## src/sv/source_map_mapping_decoder_defines.svh

```systemverilog
// Assertion macros for the source map mappings decoder.
// Used by the top level only; expects clk and rst_n in scope.
`ifndef SOURCE_MAP_MAPPING_DECODER_DEFINES_SVH
`define SOURCE_MAP_MAPPING_DECODER_DEFINES_SVH

// Same-cycle implication, disabled while in reset.
`define SMAP_ASSERT_NOW(lbl, ante, cons, msg) \
    lbl: assert property (@(posedge clk) disable iff (!rst_n) (ante) |-> (cons)) \
        else $error(msg);

// Next-cycle implication, disabled while in reset.
`define SMAP_ASSERT_NEXT(lbl, ante, cons, msg) \
    lbl: assert property (@(posedge clk) disable iff (!rst_n) (ante) |=> (cons)) \
        else $error(msg);

`endif

```

## src/sv/smap_pkg.sv

```systemverilog
// Shared types, codes and helper functions for the mappings decoder.
// No dependencies; imported by smap_step and source_map_mapping_decoder.
package smap_pkg;

    localparam logic [30:0] SAT31 = '1;

    localparam logic [2:0] ERR_NONE  = 3'd0;
    localparam logic [2:0] ERR_VLQ   = 3'd1;
    localparam logic [2:0] ERR_TRUNC = 3'd2;
    localparam logic [2:0] ERR_NAME  = 3'd3;
    localparam logic [2:0] ERR_NEG   = 3'd4;

    localparam logic [7:0] CH_UPPER_A = 8'h41;
    localparam logic [7:0] CH_UPPER_Z = 8'h5A;
    localparam logic [7:0] CH_LOWER_A = 8'h61;
    localparam logic [7:0] CH_LOWER_Z = 8'h7A;
    localparam logic [7:0] CH_ZERO    = 8'h30;
    localparam logic [7:0] CH_NINE    = 8'h39;
    localparam logic [7:0] CH_PLUS    = 8'h2B;
    localparam logic [7:0] CH_SLASH   = 8'h2F;
    localparam logic [7:0] CH_SEMI    = 8'h3B;
    localparam logic [7:0] CH_COMMA   = 8'h2C;

    localparam logic [5:0] DIG_LOWER_BASE = 6'd26;
    localparam logic [5:0] DIG_NUM_BASE   = 6'd52;
    localparam logic [5:0] DIG_PLUS       = 6'd62;
    localparam logic [5:0] DIG_SLASH      = 6'd63;

    localparam logic [2:0] FP_FIRST = 3'd0;
    localparam logic [2:0] FP_INDEX = 3'd1;
    localparam logic [2:0] FP_LINE  = 3'd2;
    localparam logic [2:0] FP_COL   = 3'd3;
    localparam logic [2:0] FP_NAME  = 3'd4;
    localparam logic [2:0] FP_END   = 3'd5;
    localparam logic [2:0] GC_LIMIT = 3'd7;

    typedef struct packed {
        logic [7:0] char_code;
        logic       last_char;
    } smap_in_t;

    typedef struct packed {
        logic        segment_valid;
        logic        text_done;
        logic [2:0]  error_code;
        logic [30:0] generated_line;
        logic [30:0] source_index;
        logic [30:0] source_line;
    } smap_out_t;

    typedef struct packed {
        logic [30:0] line_counter;
        logic [31:0] running_source;
        logic [31:0] running_source_line;
        logic [31:0] vlq_accumulator;
        logic [2:0]  group_count;
        logic [2:0]  field_position;
        logic        stopped_on_error;
    } smap_state_t;

    localparam smap_state_t STATE_CLEAR = '0;

    // bit 6 set when c is a Base64 digit, bits 5:0 hold its value
    function automatic logic [6:0] digit_of(input logic [7:0] c);
        logic [7:0] diff;
        begin
            diff = '0;
            if (c >= CH_UPPER_A && c <= CH_UPPER_Z) begin
                diff = c - CH_UPPER_A;
                digit_of = {1'b1, diff[5:0]};
            end else if (c >= CH_LOWER_A && c <= CH_LOWER_Z) begin
                diff = c - CH_LOWER_A;
                digit_of = {1'b1, diff[5:0] + DIG_LOWER_BASE};
            end else if (c >= CH_ZERO && c <= CH_NINE) begin
                diff = c - CH_ZERO;
                digit_of = {1'b1, diff[5:0] + DIG_NUM_BASE};
            end else if (c == CH_PLUS) begin
                digit_of = {1'b1, DIG_PLUS};
            end else if (c == CH_SLASH) begin
                digit_of = {1'b1, DIG_SLASH};
            end else begin
                digit_of = {1'b0, diff[5:0]};
            end
        end
    endfunction

    function automatic logic [2:0] field_error(input logic [2:0] fp);
        if (fp == FP_FIRST)
            field_error = ERR_VLQ;
        else if (fp == FP_NAME)
            field_error = ERR_NAME;
        else
            field_error = ERR_TRUNC;
    endfunction

    function automatic logic [30:0] plus_one_sat(input logic [30:0] v);
        plus_one_sat = (v == SAT31) ? v : v + 31'd1;
    endfunction

endpackage

```

## src/sv/smap_step.sv

```systemverilog
// Per-character decode step: next parser state and optional result word.
// Pure combinational; depends on smap_pkg.
module smap_step (
    input  smap_pkg::smap_state_t state,
    input  smap_pkg::smap_in_t    item,
    output smap_pkg::smap_state_t state_next,
    output smap_pkg::smap_out_t   res,
    output logic                  has_res
);
    import smap_pkg::*;

    logic [6:0]  dig;
    logic [5:0]  shamt;
    logic [31:0] grp;
    logic [31:0] acc;
    logic [31:0] mag;
    logic [31:0] val;
    logic [2:0]  gc_inc;
    logic        more;
    logic        is_term;
    logic        neg;
    logic        seg;
    logic        done;
    logic [2:0]  err;
    smap_state_t st;

    always_comb
    begin
        st      = state;
        err     = ERR_NONE;
        seg     = 1'b0;
        done    = 1'b0;
        dig     = digit_of(item.char_code);
        more    = dig[5];
        is_term = (item.char_code == CH_SEMI) || (item.char_code == CH_COMMA);
        // group n sits at bit 5n, wrapped to the 32-bit word
        shamt   = ({3'b000, state.group_count} << 2) + {3'b000, state.group_count};
        grp     = {27'd0, dig[4:0]} << shamt[4:0];
        acc     = state.vlq_accumulator | grp;
        mag     = acc >> 1;
        val     = acc[0] ? (32'd0 - mag) : mag;
        gc_inc  = state.group_count + 3'd1;
        // every emit point sees the running values as they were on entry
        neg     = state.running_source[31] | state.running_source_line[31];

        if (state.stopped_on_error) begin
            if (item.last_char)
                st = STATE_CLEAR;
        end else begin
            if (state.group_count == 3'd0 && is_term &&
                (state.field_position == FP_FIRST || state.field_position == FP_INDEX ||
                 state.field_position == FP_NAME)) begin
                if (state.field_position == FP_NAME) begin
                    if (neg)
                        err = ERR_NEG;
                    else
                        seg = 1'b1;
                end
                st.field_position = FP_FIRST;
                if (err == ERR_NONE && item.char_code == CH_SEMI &&
                    state.line_counter != SAT31)
                    st.line_counter = state.line_counter + 31'd1;
            end else if (!dig[6]) begin
                err = field_error(state.field_position);
            end else begin
                st.vlq_accumulator = acc;
                st.group_count     = gc_inc;
                if (more && gc_inc == GC_LIMIT) begin
                    err = field_error(state.field_position);
                end else if (!more) begin
                    if (state.field_position == FP_INDEX)
                        st.running_source = state.running_source + val;
                    else if (state.field_position == FP_LINE)
                        st.running_source_line = state.running_source_line + val;
                    st.field_position  = state.field_position + 3'd1;
                    st.vlq_accumulator = '0;
                    st.group_count     = '0;
                    if (st.field_position == FP_END) begin
                        if (neg)
                            err = ERR_NEG;
                        else
                            seg = 1'b1;
                        st.field_position = FP_FIRST;
                    end
                end
            end

            if (err == ERR_NONE && item.last_char) begin
                if (st.group_count != 3'd0) begin
                    err = field_error(st.field_position);
                end else if (st.field_position == FP_LINE || st.field_position == FP_COL) begin
                    err = ERR_TRUNC;
                end else if (st.field_position == FP_NAME) begin
                    if (neg)
                        err = ERR_NEG;
                    else
                        seg = 1'b1;
                end
                done = 1'b1;
            end

            if (err != ERR_NONE) begin
                seg = 1'b0;
                done = 1'b1;
                st = STATE_CLEAR;
                st.stopped_on_error = !item.last_char;
            end else if (item.last_char) begin
                st = STATE_CLEAR;
            end
        end

        state_next         = st;
        has_res            = seg | done;
        res.segment_valid  = seg;
        res.text_done      = done;
        res.error_code     = err;
        res.generated_line = seg ? plus_one_sat(state.line_counter) : '0;
        res.source_index   = seg ? state.running_source[30:0] : '0;
        res.source_line    = seg ? plus_one_sat(state.running_source_line[30:0]) : '0;
    end

endmodule

```

## src/sv/source_map_mapping_decoder.sv

```systemverilog
// Source map v3 mappings decoder, one character word in, zero or one result word out.
// Depends on smap_pkg, smap_step and source_map_mapping_decoder_defines.svh.
//
// Channel text carries one mappings byte and a last-character mark per word;
// channel result carries decoded segments, end-of-text and error reports.
// Both use valid/stall: a word moves on a rising edge with valid high and
// stall low.
// A character in the input register is decoded and its result word, if any,
// is loaded into the result register, and shown from then on, once that
// register is not stalled. Throughput: one character per cycle unless stalled;
// the decode is a single combinational step between the two registers.
// Characters that make no result (digits mid-segment, separators, bytes
// skipped after an error) leave the result register untouched.
// When the receiver stalls with a result waiting, the input register holds
// one more character and text_stall rises only once that register is full
// too. The result word holds steady while stalled.
// Reset clears both registers' valid flags, the line counter, the running
// source index and line, and the VLQ accumulator; the block is ready as soon
// as reset is released. Each last-character mark returns the parser to the
// same cleared state for the next text.
module source_map_mapping_decoder (
    input  logic                clk,
    input  logic                rst_n,
    input  logic                text_valid,
    output logic                text_stall,
    input  smap_pkg::smap_in_t  text,
    output logic                result_valid,
    input  logic                result_stall,
    output smap_pkg::smap_out_t result
);
    import smap_pkg::*;

    `include "source_map_mapping_decoder_defines.svh"

    smap_in_t    in_reg;
    logic        in_valid_reg;
    logic        in_valid_next;
    smap_out_t   out_reg;
    logic        out_valid_reg;
    logic        out_valid_next;
    smap_state_t state_reg;
    smap_state_t state_next;
    smap_out_t   step_res;
    logic        step_has_res;
    logic        out_block;
    logic        fire;
    logic        take;

    smap_step u_step (
        .state      (state_reg),
        .item       (in_reg),
        .state_next (state_next),
        .res        (step_res),
        .has_res    (step_has_res)
    );

    assign out_block  = out_valid_reg && result_stall;
    assign fire       = in_valid_reg && !out_block;
    assign text_stall = in_valid_reg && out_block;
    assign take       = text_valid && !text_stall;

    always_comb
    begin
        in_valid_next = take || (in_valid_reg && !fire);
        if (fire)
            out_valid_next = step_has_res;
        else if (out_valid_reg && !result_stall)
            out_valid_next = 1'b0;
        else
            out_valid_next = out_valid_reg;
    end

    always_ff @(posedge clk or negedge rst_n)
    begin
        if (!rst_n)
        begin
            in_valid_reg  <= 1'b0;
            out_valid_reg <= 1'b0;
            state_reg     <= STATE_CLEAR;
        end
        else
        begin
            in_valid_reg  <= in_valid_next;
            out_valid_reg <= out_valid_next;
            if (fire)
                state_reg <= state_next;
        end
    end

    always_ff @(posedge clk)
    begin
        if (take)
            in_reg <= text;
        if (fire && step_has_res)
            out_reg <= step_res;
    end

    assign result_valid = out_valid_reg;
    assign result       = out_reg;

    `SMAP_ASSERT_NOW(a_seg_no_error, result_valid && result.segment_valid, result.error_code == ERR_NONE, "segment word carries an error code")
    `SMAP_ASSERT_NOW(a_error_ends_text, result_valid && result.error_code != ERR_NONE, result.text_done, "error word without text_done")
    `SMAP_ASSERT_NOW(a_silent_after_error, fire && state_reg.stopped_on_error, !step_has_res, "result produced while skipping after an error")
    `SMAP_ASSERT_NEXT(a_stall_holds_input, text_stall, in_valid_reg, "input register lost a word under stall")

endmodule
```

## config.mk

```make
export PLATFORM = sky130hd
export DESIGN_NAME = source_map_mapping_decoder
export DESIGN_NICKNAME = d
export VERILOG_FILES = /design/src/sv/smap_pkg.sv /design/src/sv/smap_step.sv /design/src/sv/source_map_mapping_decoder.sv
export VERILOG_INCLUDE_DIRS = /design/src /design/src/sv
export SDC_FILE = /design/constraint.sdc
export NUM_CORES = 1
export LEC_CHECK = 0
export ABC_AREA = 0
export ABC_CLOCK_PERIOD_IN_PS = 19000
export BUFFER_PORTS_ARGS = -buffer_cell sky130_fd_sc_hd__buf_2
export CORE_ASPECT_RATIO = 0.8
export CORE_MARGIN = 2
export CORE_UTILIZATION = 55
export DETAILED_ROUTE_END_ITERATION = 7
export PLACE_DENSITY = 0.74
export SYNTH_ARGS = -nofsm -noshare
export SYNTH_HDL_FRONTEND = slang
export SYNTH_SLANG_ARGS = --single-unit
export TNS_END_PERCENT = 30
```

## constraint.sdc

```tcl
create_clock -name clk -period 19 [get_ports clk]
set_input_delay 0.95 -clock clk [delete_from_list [all_inputs] [get_ports clk]]
set_output_delay 0.95 -clock clk [all_outputs]
set_load 0.02 [all_outputs]
```

# --- Word-level counts from Yosys, hierarchy flattened ---
# Index checks and enable logic that the tools add are counted.
word_totals:
  wordCells: 168
  in_bits: 13
  ff_bits: 243
  output_inout_bits: 100
classes:
  n_eq_ne: 20
  n_bitwise: 3
  n_shift: 1
  addsub: 13
  magnitude_cmp: 6
  n_reduce_logical: 44
  n_mux: 64
ops:
  columns: ["cell", "count"]
  rows:
  - ["$mux W134", 4]
  - ["$mux W102", 3]
  - ["$mux W99", 2]
  - ["$mux W32", 4]
  - ["$mux W31", 4]
  - ["$add A32 B32 Y32", 2]
  - ["$mux W3", 21]
  - ["$add A31 B1 Y31 const B", 2]
  - ["$eq A31 B31 Y1 const B", 2]
  - ["$mux W7", 5]
  - ["$eq A8 B6 Y1 const B", 4]
  - ["$or A32 B32 Y32", 1]
  - ["$shl A5 B5 Y32", 1]
  - ["$sub A1 B31 Y32 const A", 1]
  - ["$ne A31 B31 Y1 const B", 1]
  - ["$mux W1", 21]
  - ["$reduce_bool A3 Y1", 7]
  - ["$ge A8 B7 Y1 const B", 2]
  - ["$le A8 B7 Y1 const B", 2]
  - ["$logic_and A1 B1 Y1", 16]
  - ["$logic_not A3 Y1", 5]
  - ["$eq A3 B3 Y1 const B", 4]
  - ["$ne A3 B3 Y1 const B", 4]
  - ["$sub A6 B6 Y6 const B", 2]
  - ["18 further kinds", 31]

# --- Depth between registers and ports, before layout ---
logic_depth:
  depth_word: 29
  ltp_mapped: 31
  ltp_nobuf: 28

# --- Modules after synthesis ---
# Synthesis repeated with hierarchy kept, for this count alone.
unflattened:
  hier_cells: 1900
  area_unflattened_um2: 18283.8
modules_own_cells:
  columns: ["mod", "n_inst", "area_each_um2", "seq_area_each_um2", "cells_each"]
  rows:
  - ["smap_step", 1, 9715.6, 0.0, 1499]
  - ["source_map_mapping_decoder", 1, 8568.2, 6616.3, 401]

# --- Worst setup path after synthesis ---
# No wires, ideal clock.
synth_path:
  kind: "flip-flop to flip-flop"
  from: "reg in_reg[3] (netlist name)"
  to: "reg out_reg (netlist bit result[0]), enable pin"
  path_buffers: 2
  setup_ns: 0.555
  path_stages_with_launch: 19
  arrival_time_ns: 7.764
  setup_slack_ns: 10.681
  t_required_ns: 18.445
  period_less_slack_ns: 8.319
  path_cell_list: "edfxtp_1 buf_4 inv_1 ha_1 a21oi_1 o31ai_1 nor4_2 a31oi_1 and4_1 and4bb_2 a211o_1 nand3_1 o41a_1 and3b_1 nand3_1 inv_1 clkbuf_1 nor2_1 nor2_1"
synth_between:
  elab_chain_len: 22
  elab_cells_between_ends: 72
  classes_between: "5 x add/sub; 6 x order compare; 7 x eq/ne; 39 x mux; 1 x bitwise; 14 x reduce/logical"
synth_lines:
  columns: ["element", "line", "text"]
  rows:
  - ["start: declaration", "source_map_mapping_decoder.sv:35", "smap_in_t in_reg;"]
  - ["start signal: assignment", "source_map_mapping_decoder.sv:93", "in_reg <= text;"]
  - ["parallel branches: the longest is 18 deep, another holds $sub A6 B6 Y6", null, null]
  - ["$mux W1 (*)", "smap_step.sv:102", "if (err != ERR_NONE) begin"]
  - ["$mux W1 (*)", "smap_step.sv:46", "if (state.stopped_on_error) begin"]
  - ["net u_step.seg", "smap_step.sv:22", "logic seg;"]
  - ["$or A1 B1 Y1 (*)", "smap_step.sv:113", "has_res = seg | done;"]
  - ["$logic_and A1 B1 Y1 (*)", "source_map_mapping_decoder.sv:94", "if (fire && step_has_res)"]
  - ["end signal: assignment", "source_map_mapping_decoder.sv:95", "out_reg <= step_res;"]
  - ["end: declaration", "source_map_mapping_decoder.sv:38", "smap_out_t out_reg;"]
# Mark *: on every way through the listed nets, which the timed path passes. The select of a mux whose other input is x is not followed.
# A chain may end at the register's enable or synchronous reset.

# --- Final worst setup path ---
layout_path:
  from: "reg state_reg[4] (netlist name)"
  to: "reg state_reg[101] (netlist name)"
layout_between:
  elab_chain_len: 16
  elab_cells_between_ends: 50
  classes_between: "4 x add/sub; 7 x eq/ne; 1 x shift; 24 x mux; 1 x bitwise; 13 x reduce/logical"
layout_lines:
  columns: ["element", "line", "text"]
  rows:
  - ["start: declaration", "source_map_mapping_decoder.sv:41", "smap_state_t state_reg;"]
  - ["start signal: assignment", "source_map_mapping_decoder.sv:86", "state_reg <= state_next;"]
  - ["parallel branches: the longest is 16 deep, another holds $sub A1 B31 Y32", null, null]
# Parallel ways; which one is timed is not known. The select of a mux whose other input is x is not followed.

==> qor.csv <==
metric;value;unit
finalWorstSetupSlack;11.23;ns
ys_top_cells_by_area;dfrtp_1, edfxtp_1, ha_1, a21oi_1, nand2_1;
cts_buffer_depth;3;
maxSlewViolCount;0;
met2_length;17100;um
hold-worst-slack;0.423;ns
wl_met1;19200;um
finalNetCount;1920;
worst_r2r_startpoint;state_reg[4]$_DFFE_PN0P_;
grt_antenna_before_repair;0;
clkTransAtPathRegs;0.07;ns
synth_top_area_share;21.5;%
switching_share;30.3;%
ctsResizeCount;0;
synth_cells;1719;
port_buffers;112;
place.gp.congestion;0.939;
die_x;194;um
crit_fanout;21;
ios;113;
finish.utilization;62.3;%
synth_edf_count;107;
post-place-ws;11.52;ns
finalSetupTns;0;ns
num-fill-cells;2361;
synth.avg_cell_area;9.22;sq um
worst_ep_arrival_time;8.16;ns
yosys.cell_types.count;105;
hpwl;29400;um
grt_pass1_vias;12400;
post_cts_buffers;0;
place_inst;2148;
finalInstanceArea;17600;sq um
rsz0062_at_grt;false;
finalPower;1.44;mW
antennaDiodeCount;0;
wl_per_cell;18.4;um
cts_root_buf;clkbuf_16;
drc;0;
drtPass1Iterations;7;
wl_met3;3450;um
place_area;16700;sq um
crit_type;flip-flop to flip-flop;
vias;13300;
ant_nets;0;
ys_ff_latch;243;
finClkSkew;0.0133;ns
clock-sinks;243;
ff2ff_setup_slack;11.23;ns
hp-class;primary input to async pin;
status;finished, final reports clean;
leakage;7.38;nW
synth_area;15800;sq um
area_growth;11.2;%
die_h;156;um
tightestPinTransition;1.37;ns
p_sw;0.437;mW
largest_register_ffs;134;
clockPowerShare;37.1;%
initial_core_util;56.0;%
slew_headroom;8.72;%
power-per-cell-area;81.9;nW/um^2
power.internal;1.01;mW
fmax;129;MHz
h-tree-depth;1;
grt_pass1_wl;65100;um
ys_warn_count;0;
power_frac_seq;42.4;%
r2r-end;state_reg[101]$_DFFE_PN0P_;
fin_crit_sh;40.9;%
synth_top_cell_by_area;dfrtp_1;
combPwrFrac;20.6;%
num_rows;55;
overflow;0;
routed_wl;40400;um
grt_max_degree;80;
final_cells;2196;
yosysSeqAreaShare;41.8;%
core;28300;sq um
worstSetupEndpointType;flip-flop;
insertion_delay;0.55;ns
cp-start-kind;flip-flop;
dieArea;30200;sq um
finalHoldViolations;0;
finalCriticalPeriod;7.77;ns
setup_viol;0;
top_layer;met4;
routed_via_density;6.07;
drive_above_1_share;11.3;%
maxCapViolations;0;
cts_hold_buf;0;
track_usage;26.4;%
max-vdd-ir-drop;0.0794;mV
synth_nets;1833;
synthFlopType;dfrtp_1;
first_iter_violations;1173;
synth-async-reset-ratio;56.0;%
cts-buffers-inserted;26;
reg2reg_depth;26;
crit_required;19.39;ns
tritoncts;yes;
[routing by layer]
metal / global-route usage, % / vias to the layer above
met3: 5.56 / 47
met2: 39.6 / 513
met1: 39.7 / 6321
met5: 0 / -
met4: 4.62 / 0
li1: - / 6443
[layout make-up]
class,count,area [sq um],area share [%]
clock buffers,31,669,3.80
clock inverters,17,219,1.24
inverters,33,124,0.703
multi-input cells,1375,8840,50.2
flip-flops and latches,243,6620,37.6
well taps,370,463,2.63
repair buffers,127,679,3.86
[power groups by stage]
stage               Sequential [mW]  Clock (mW)  Combinational [mW]
floorplan                     0.664           0               0.165
global placement              0.620           0               0.289
detailed placement            0.622           0               0.294
CTS                           0.612       0.545               0.295
global route                  0.615       0.565               0.322
finish                        0.611       0.535               0.297
[Yosys cell counts (all sizes together), types with 5 or more instances]
cell and count:
a211o 5, a211oi 11, a21boi 5, a21o 31
a21oi 157, a22o 10, a31o 9, a31oi 13
and2 45, and3 18, and4 7, buf 9
clkbuf 59, dfrtp 136, edfxtp 107, ha 99
inv 32, nand2 203, nand2b 20, nand3 50
nand4 21, nor2 160, nor2b 13, nor3 24
nor3b 6, nor4 10, o211ai 13, o21ai 153
o221ai 8, o22ai 9, o31a 5, o31ai 12
or2 8, or3 20, xnor2 76, xor2 74
[how the worst max path moves through the flow]
stage / from / endpoint / slack (ns) / cells after the start
after floorplan: in_reg[3]$_DFFE_PP_ / result[0]$_SDFFCE_PN0P_ / 10.68 / 18
after global placement: state_reg[4]$_DFFE_PN0P_ / state_reg[101]$_DFFE_PN0P_ / 11.72 / 26
after detailed placement: state_reg[4]$_DFFE_PN0P_ / state_reg[68]$_DFFE_PN0P_ / 11.52 / 28
after CTS: state_reg[4]$_DFFE_PN0P_ / state_reg[101]$_DFFE_PN0P_ / 11.46 / 26
after global routing: state_reg[4]$_DFFE_PN0P_ / state_reg[68]$_DFFE_PN0P_ / 10.72 / 28
final: state_reg[4]$_DFFE_PN0P_ / state_reg[101]$_DFFE_PN0P_ / 11.23 / 26
[logic make-up after synthesis]
kind of cell             Yosys count  synth area share (%)
buffers and inverters            101                  2.56
AO/OA/AOI/OAI                    499                  19.9
AND/OR/NAND/NOR                  624                  19.4
adder cells (fa/ha/maj)          101                  8.07
XOR/XNOR                         150                  8.29
flip-flops                       243                  41.8
multiplexers                       1                0.0632
[cell usage in the layout (no fill, tap or decap), types with 15 or more instances in the layout]
cell,synthesis,routed
a21oi_1,157,157
and3_1,18,18
nand2b_1,19,19
nor3_1,24,24
a21o_1,31,31
or3_1,19,19
nand3_1,50,49
buf_4,1,15
o21ai_0,146,146
dfrtp_1,136,136
ha_1,99,99
buf_2,5,111
and2_1,43,43
xor2_1,74,74
inv_1,31,31
edfxtp_1,107,107
nand4_1,20,20
nand2_1,203,203
clkbuf_16,0,26
nor2_1,160,159
xnor2_1,76,76
[worst max-delay path, stage by stage (launching register included)]
cell       delay, ns
dfrtp_1         0.79
ha_1            0.28
ha_1            0.21
xor2_1          0.69
nor2_1          0.32
nand2_1         0.18
a2111oi_1       0.07
a311o_1         0.43
a211o_1         0.33
a2111o_1        0.39
nand4b_4        0.22
nor4b_4         0.47
o211ai_2        0.25
o31ai_1         0.32
xnor2_1         0.28
ha_1            0.41
nand4_1         0.18
nor2_1          0.07
a211oi_1        0.35
a2bb2oi_1       0.21
o31a_1          0.23
o31a_1          0.20
nand2_1         0.09
a31o_2          0.23
a21oi_1         0.16
xor2_1          0.15
o21ai_0         0.08
Note: power is estimated with default switching activity, not from simulation.
